<file path="src/hdl/fpa_div_step.sv">
`timescale 1ns / 1ps
// ----------------------------------------------------------------------------
// Divider step
// One restoring step: shift remainder/quotient, subtract divisor if it fits.
// ----------------------------------------------------------------------------
module fpa_div_step #(
  parameter int unsigned NUM_W = 40
) (
  input  logic [NUM_W+32:0] acc_i,
  input  logic [32:0]       div_i,
  output logic [NUM_W+32:0] acc_o
);
  localparam int unsigned ACC_W = NUM_W + 33;

  logic [ACC_W-1:0] sh;
  logic [32:0]      rem;
  logic [33:0]      diff;

  always_comb begin
    sh   = {acc_i[ACC_W-2:0], 1'b0};
    rem  = sh[ACC_W-1:NUM_W];
    diff = {1'b0, rem} - {1'b0, div_i};
    if (!diff[33]) begin
      acc_o = {diff[32:0], sh[NUM_W-1:1], 1'b1};
    end else begin
      acc_o = sh;
    end
  end
endmodule

</file>
<file path="config.mk">
export PLATFORM = sky130hd
export DESIGN_NAME = fpa_div_step
export DESIGN_NICKNAME = d
export VERILOG_FILES = /design/src/hdl/fpa_div_step.sv
export SDC_FILE = /design/constraint.sdc
export NUM_CORES = 1
export LEC_CHECK = 0
export ABC_AREA = 0
export BUFFER_PORTS_ARGS = -buffer_cell sky130_fd_sc_hd__buf_4
export CAP_MARGIN = 40
export CORE_ASPECT_RATIO = 1.2
export CORE_MARGIN = 5
export CORE_UTILIZATION = 47
export DETAILED_ROUTE_END_ITERATION = 10
export PLACE_DENSITY_LB_ADDON = 0.15
export SLEW_MARGIN = 20
export SYNTH_ARGS = -nofsm -noshare
export SYNTH_HDL_FRONTEND = slang
export SYNTH_SLANG_ARGS = --single-unit
</file>
<file path="constraint.sdc">
create_clock -name vclk -period 8.4
set_input_delay 1.68 -clock vclk [all_inputs]
set_output_delay 1.68 -clock vclk [all_outputs]
set_load 0.03 [all_outputs]
</file>
==> results by group, run 1 <==
Detailed routing
  – Via count: 2607
  – Drt via density: 5.36
  – DR WL/cell: 12.7 um
  – Remaining DRCs: 0
  – Detailed Route Iter0 Violations: 71
  – Post-route ant nets: 0
  – First drt pass iteration count: 4
  – Drt total wl: 6160 um

Power and ir drop
  – Switching power as a share of total power: 55.9%
  – Internal power component: 0.136 mW
  – Gate power share: 100.0%
  – VDD IR max: 57.9 uV
  – Seq pwr share: 0%
  – P_leak: 1.54 nW
  – Pwr Total: 0.310 mW
  – Switch Pwr: 0.173 mW
  – Clock power frac: 0%
  – PD cells: 104 nW/um2

Floorplan
  – # rows: 29
  – Core ar.: 5230 um2
  – Die width: 76.6 um
  – Initial core utilization: 47.8%
  – Boundary Pins: 179
  – Die area: 6880 um2
  – Die span in y: 89.9 um

Clock network
  – Resize count post-CTS: 0
  – Post-CTS Hold Buffers: 0
  – Setup Buffers After CTS: 0

Placement
  – Routability-driven placement congestion ratio: 0.814
  – Port bufs: 100
  – Post-Place Setup Slack: 2.02 ns
  – Hpwl dp: 5350 um

Timing
  – Least-Margin Pin Slew: 0.547 ns
  – Fin crit share: 75.4%
  – Setup tns final: 0 ns
  – Final hold vios: 0
  – Setup violations, final: 0
  – Worst Slack Setup Final: 2.07 ns
  – Slew headroom: 63.5%
  – Slew Viols, Final: 0
  – Unrepaired setup endpoints after global routing: false
  – Fmax: 158 MHz
  – Final worst path period need: 6.33 ns

GRT
  – Number of global-route vias before repair: 2528
  – GRT Util Overall: 16.7%
  – First-pass GRT wire length: 10500 um
  – Pin count of the biggest net entering global routing: 31
  – Remaining Overflow, GRT: 0
  – Initial antenna violation count: 0

Critical path
  – Critical Path RT: 6.72 ns
  – Critical Path Start Type: input pin
  – Largest stage delay on the critical path: 0.57 ns
  – Slowest stage cell, crit path: a211o_2
  – Critical path depth: 11
  – Crit-path cells: buf_4 -> ha_1 -> and4_1 -> nand2_1 -> a211oi_1 -> nor2_1 -> a211oi_1 -> a211o_2 -> buf_16 -> mux2_2 -> buf_4
  – Delay-heaviest family, CP: compound AO/OA/AOI/OAI gates
  – Crit path kind: in -> out
  – CP Buf/Inv Count: 3
  – CP endpoint kind: primary output
  – Worst path arrival time: 4.65 ns
  – Critical path fanouts, max: 30

Yosys
  – Most instantiated cells after synthesis: a21oi_1 (46), inv_1 (43), buf_4 (42)
  – Synth warn: 0
  – Yosys top cell area share: 16.5%
  – Synthesized area: 2500 um2
  – Area leader, netlist: ha_1
  – Cells after Synth: 375
  – Post-synthesis cell type count: 52
  – Register area share after synthesis: 0%
  – Syn nets: 515
  – Mean Syn Cell Area: 6.67 um2
  – Most common cell in the netlist: a21oi_1
  – Top cells by area, synth: ha_1 (17%), buf_4 (13%), a21oi_1 (9.2%)

Layout
  – Area Growth Syn to Fin: 19.5%
  – Share of post-route cells with drive strength above 1: 28.5%
  – Register Area: 0 um2
  – Diode count: 0
  – Clock buffer count: 0
  – Nets: 566
  – Layout sequential cell count: 0

Status
  – Status: finished clean

Hold path
  – Hold Crit Class: in -> out
  – Cell count of the worst hold path: 0

Run
  – Max cap viols: 0
-- worst paths after layout --
check / start / end / slack (ns)
setup / recovery: acc_i[52] / acc_o[52] / 2.07
hold / removal: acc_i[36] / acc_o[37] / 3.36
-- cell families (layout without fill, tap and decap cells) --
group                    count (synthesis)  in the layout  share of synthesized area [%]
multiplexers                            13             13                           6.01
adder cells (fa/ha/maj)                 34             34                           17.3
AO/OA/AOI/OAI                          116            116                           29.5
buffers and inverters                   95            144                           21.2
XOR/XNOR                                27             27                           9.46
AND/OR/NAND/NOR                         90             90                           16.5
-- power by group through the flow --
| stage | clock network [mW] | logic [mW] | registers [mW] |
|---|---|---|---|
| after floorplan | 0 | 0.249 | 0 |
| final | 0 | 0.310 | 0 |
| after global placement | 0 | 0.304 | 0 |
| after global routing | 0 | 0.338 | 0 |
| after CTS | 0 | 0.312 | 0 |
| after detailed placement | 0 | 0.310 | 0 |
-- area by class of cell --
class              count  area, um2
repair buffers       101        778
fillers              556       2240
well taps             62       77.6
multi-input cells    280       1970
inverters             43        161
-- cells in the final DEF, fill, tap and decap left out, drive strengths merged, types with 4 or more instances in the layout --
cell type / Yosys / layout
o31ai: 4 / 4
mux2: 13 / 13
o21a: 6 / 6
ha: 33 / 33
nor2b: 5 / 5
nand2: 21 / 21
o21bai: 4 / 4
a31oi: 4 / 4
nand3: 7 / 7
o21ai: 16 / 16
buf: 47 / 101
xor2: 9 / 9
a21oi: 46 / 46
a21o: 8 / 8
nor2: 39 / 39
inv: 43 / 43
xnor2: 18 / 18
a211oi: 5 / 5
-- layer usage --
metal	routed length, um	track usage (%)	vias up
met5	0	0	-
li1	-	-	1363
met4	24	1.31	0
met2	3200	33.1	90
met1	2540	18.4	1146
met3	400	3.40	8
-- through the flow --
| stage | cell area (um2) | utilization (%) | hold WS [ns] | std cells |
|---|---|---|---|---|
| floorplan | 2500 | - | 3.49 | 375 |
| global placement | 2960 | 56.7 | 3.36 | 485 |
| detailed placement | 2990 | 57.2 | 3.36 | 486 |
| CTS | 2990 | 57.2 | 3.36 | 486 |
| global route | 2990 | 57.2 | 3.36 | 486 |
| finish | 2990 | 57.2 | 3.36 | 486 |
No activity file was read; power rests on OpenSTA's default activity.
==> inputs of run 2 (changes only) <==
ABC_AREA = 1   (was 0)
CORE_UTILIZATION = 44   (was 47)
clock period = 5.5 ns   (was 8.4 ns; I/O delays follow)
==> run 2 against run 1 <==
- via count grew 57%
- first-iteration DRC count grew 70%
- die area grew 46%
- global-route usage grew 4.0 points
- utilization shrank 6.4 points
- wire length grew 70%
- synthesized cell count grew 88%
- setup slack lost 1.1 ns
==> results by group, run 2 <==
Detailed routing
  – Drt via density: 4.79 (was 5.36)
  – Remaining DRCs: 0 (unchanged)
  – Post-route ant nets: 0 (unchanged)
  – First drt pass iteration count: 6 (was 4)
  – Via count: 4081 (was 2607)
  – Detailed Route Iter0 Violations: 121 (was 71)
  – DR WL/cell: 12.3 um (was 12.7 um)
  – Drt total wl: 10500 um (was 6160 um)

Yosys
  – Yosys top cell area share: 29.3% (was 16.5%)
  – Post-synthesis cell type count: 31 (was 52)
  – Most common cell in the netlist: nand2_1 (was a21oi_1)
  – Syn nets: 845 (was 515)
  – Top cells by area, synth: nand2_1 (29%), inv_1 (15%), ha_1 (12%) (was ha_1 (17%), buf_4 (13%), a21oi_1 (9.2%))
  – Synthesized area: 3570 um2 (was 2500 um2)
  – Register area share after synthesis: 0% (unchanged)
  – Synth warn: 0 (unchanged)
  – Cells after Synth: 705 (was 375)
  – Mux cell area share after synthesis: 0% (was 6.01%)
  – Area leader, netlist: nand2_1 (was ha_1)
  – Area share of fa/ha/maj cells after synthesis: 12.1% (was 17.3%)
  – Most instantiated cells after synthesis: nand2_1 (279), inv_1 (147), nand3_1 (58) (was a21oi_1 (46), inv_1 (43), buf_4 (42))
  – Simple-Gate Fraction of Synth Area: 54.5% (was 16.5%)
  – Mean Syn Cell Area: 5.07 um2 (was 6.67 um2)
  – Main combinational cell family by area after synthesis: simple AND/OR/NAND/NOR gates (was compound AO/OA/AOI/OAI gates)
  – Synth Area in XOR/XNOR: 3.43% (was 9.46%)
  – Synth Area in Compound Gates: 3.82% (was 29.5%)

Timing
  – Setup tns final: 0 ns (unchanged)
  – Fmax: 223 MHz
  – Final hold vios: 0 (unchanged)
  – Slew Viols, Final: 0 (unchanged)
  – Setup violations, final: 0 (unchanged)
  – Unrepaired setup endpoints after global routing: false (unchanged)
  – Slew headroom: 65.1% (was 63.5%)
  – Fin crit share: 81.6%
  – Least-Margin Pin Slew: 0.524 ns (was 0.547 ns)
  – Final worst path period need: 4.49 ns

Layout
  – Design area: 4070 um2 (was 2990 um2)
  – Share of post-route cells with drive strength above 1: 17.8% (was 28.5%)
  – Layout sequential cell count: 0 (unchanged)
  – Commonest non-fill, non-tap cell in the layout: nand2_1 (was buf_4)
  – Register Area: 0 um2 (unchanged)
  – Diode count: 0 (unchanged)
  – FILL cells: 930 (was 556)
  – Finished Layout Cells: 852 (was 486)
  – Clock buffer count: 0 (unchanged)
  – Utilization of the core after routing: 50.8% (was 57.2%)
  – Multi-input gate area: 2640 um2 (was 1970 um2)
  – Area Growth Syn to Fin: 14.0% (was 19.5%)
  – Most frequent cells in the layout: nand2_1 (279), inv_1 (147), buf_4 (100) (was buf_4 (100), a21oi_1 (46), inv_1 (43))
  – Nets: 899 (was 566)

Floorplan
  – Core ar.: 8020 um2 (was 5230 um2)
  – Die area: 10000 um2 (was 6880 um2)
  – Die span in y: 109 um (was 89.9 um)
  – Initial core utilization: 44.6% (was 47.8%)
  – Die width: 92.3 um (was 76.6 um)
  – Boundary Pins: 179 (unchanged)
  – # rows: 36 (was 29)

Power and ir drop
  – Pwr Total: 0.557 mW (was 0.310 mW)
  – PD cells: 137 nW/um2 (was 104 nW/um2)
  – VDD IR max: 73.7 uV (was 57.9 uV)
  – P_leak: 2.68 nW (was 1.54 nW)

Placement
  – Inst Count DP: 852 (was 486)
  – Routability-driven placement congestion ratio: 0.908 (was 0.814)
  – Hpwl dp: 9010 um (was 5350 um)
  – Port bufs: 100 (unchanged)
  – Placed Area: 4070 um2 (was 2990 um2)

Hold path
  – Hold Crit Class: in -> out (unchanged)

Clock network
  – Post-CTS Hold Buffers: 0 (unchanged)
  – Resize count post-CTS: 0 (unchanged)
  – Setup Buffers After CTS: 0 (unchanged)

Critical path
  – Critical path fanouts, max: 35 (was 30)
  – Worst path arrival time: 3.39 ns (was 4.65 ns)
  – Crit path kind: in -> out (unchanged)
  – Critical Path Start Type: input pin (unchanged)
  – Worst Setup SP: acc_i[58] (was acc_i[52])
  – Critical Path RT: 4.40 ns (was 6.72 ns)
  – End point of the critical path: acc_o[40] (was acc_o[52])
  – Crit-path cells: buf_4 -> ha_1 -> nand2_1 -> inv_2 -> nand2_1 -> nand3_1 -> a21oi_2 -> nor2_2 -> nor2_8 -> nand2_8 -> o21ai_0 -> buf_4 (was buf_4 -> ha_1 -> and4_1 -> nand2_1 -> a211oi_1 -> nor2_1 -> a211oi_1 -> a211o_2 -> buf_16 -> mux2_2 -> buf_4)
  – Largest stage delay on the critical path: 0.42 ns (was 0.57 ns)
  – Slowest stage cell, crit path: nor2_8 (was a211o_2)
  – CP endpoint kind: primary output (unchanged)

GRT
  – Remaining Overflow, GRT: 0 (unchanged)
  – GRT Util Overall: 20.7% (was 16.7%)
  – Pin count of the biggest net entering global routing: 36 (was 31)
  – First-pass GRT wire length: 17500 um (was 10500 um)
  – Number of global-route vias before repair: 3879 (was 2528)
  – Initial antenna violation count: 0 (unchanged)

Run
  – Max cap viols: 0 (unchanged)

Status
  – Status: finished clean (unchanged)
## run 2: power by group
group / internal [mW] / switching (mW) / total [mW]
clock network: 0 / 0 / 0
registers: 0 / 0 / 0
logic: 0.205 / 0.352 / 0.557
## run 2: cell families (layout without fill, tap and decap cells)
logic type	after synthesis	count (layout)
simple gates	434	434
fa+ha+maj	34	34
buf+inv	198	250
xor+xnor	14	14
compound gates	25	25
## run 2: layout make-up
cell class	instances	area share, %
timing repair buffer	100	18.4
multi-input combinational	507	64.8
inverter	150	13.8
tap	95	2.92
## run 2: how the worst min path moves through the flow
stage                     cells after the start  slack [ns]         to       from
after CTS                                     0        2.20  acc_o[10]   acc_i[9]
final                                         0        2.20  acc_o[16]  acc_i[15]
after detailed placement                      0        2.20  acc_o[10]   acc_i[9]
after global routing                          0        2.20  acc_o[28]  acc_i[27]
after floorplan                               1        2.33  acc_o[10]   acc_i[9]
after global placement                        0        2.20  acc_o[10]   acc_i[9]
## run 2: through the flow
step	hold WS [ns]	worst slack, ns
floorplan	2.33	1.50
global placement	2.20	0.973
detailed placement	2.20	0.977
CTS	2.20	0.972
global route	2.20	0.761
finish	2.20	1.01
## run 2: layer usage
metal  up-vias  track usage, %  part of all wire, %
li1       2192               -                    -
met1      1753            24.5                   42
met2       127            41.1                   51
met3         9            2.07                  5.5
met4         0            2.34                  1.5
met5         -               0                    0
## run 2: worst max-delay path, delay by kind of cell
kind	cells	cell delay, ns
and+or+nand+nor	6	1.12
AOI/OAI and AO/OA	2	0.43
buffers and inverters	3	0.36
adders and majority gates	1	0.36
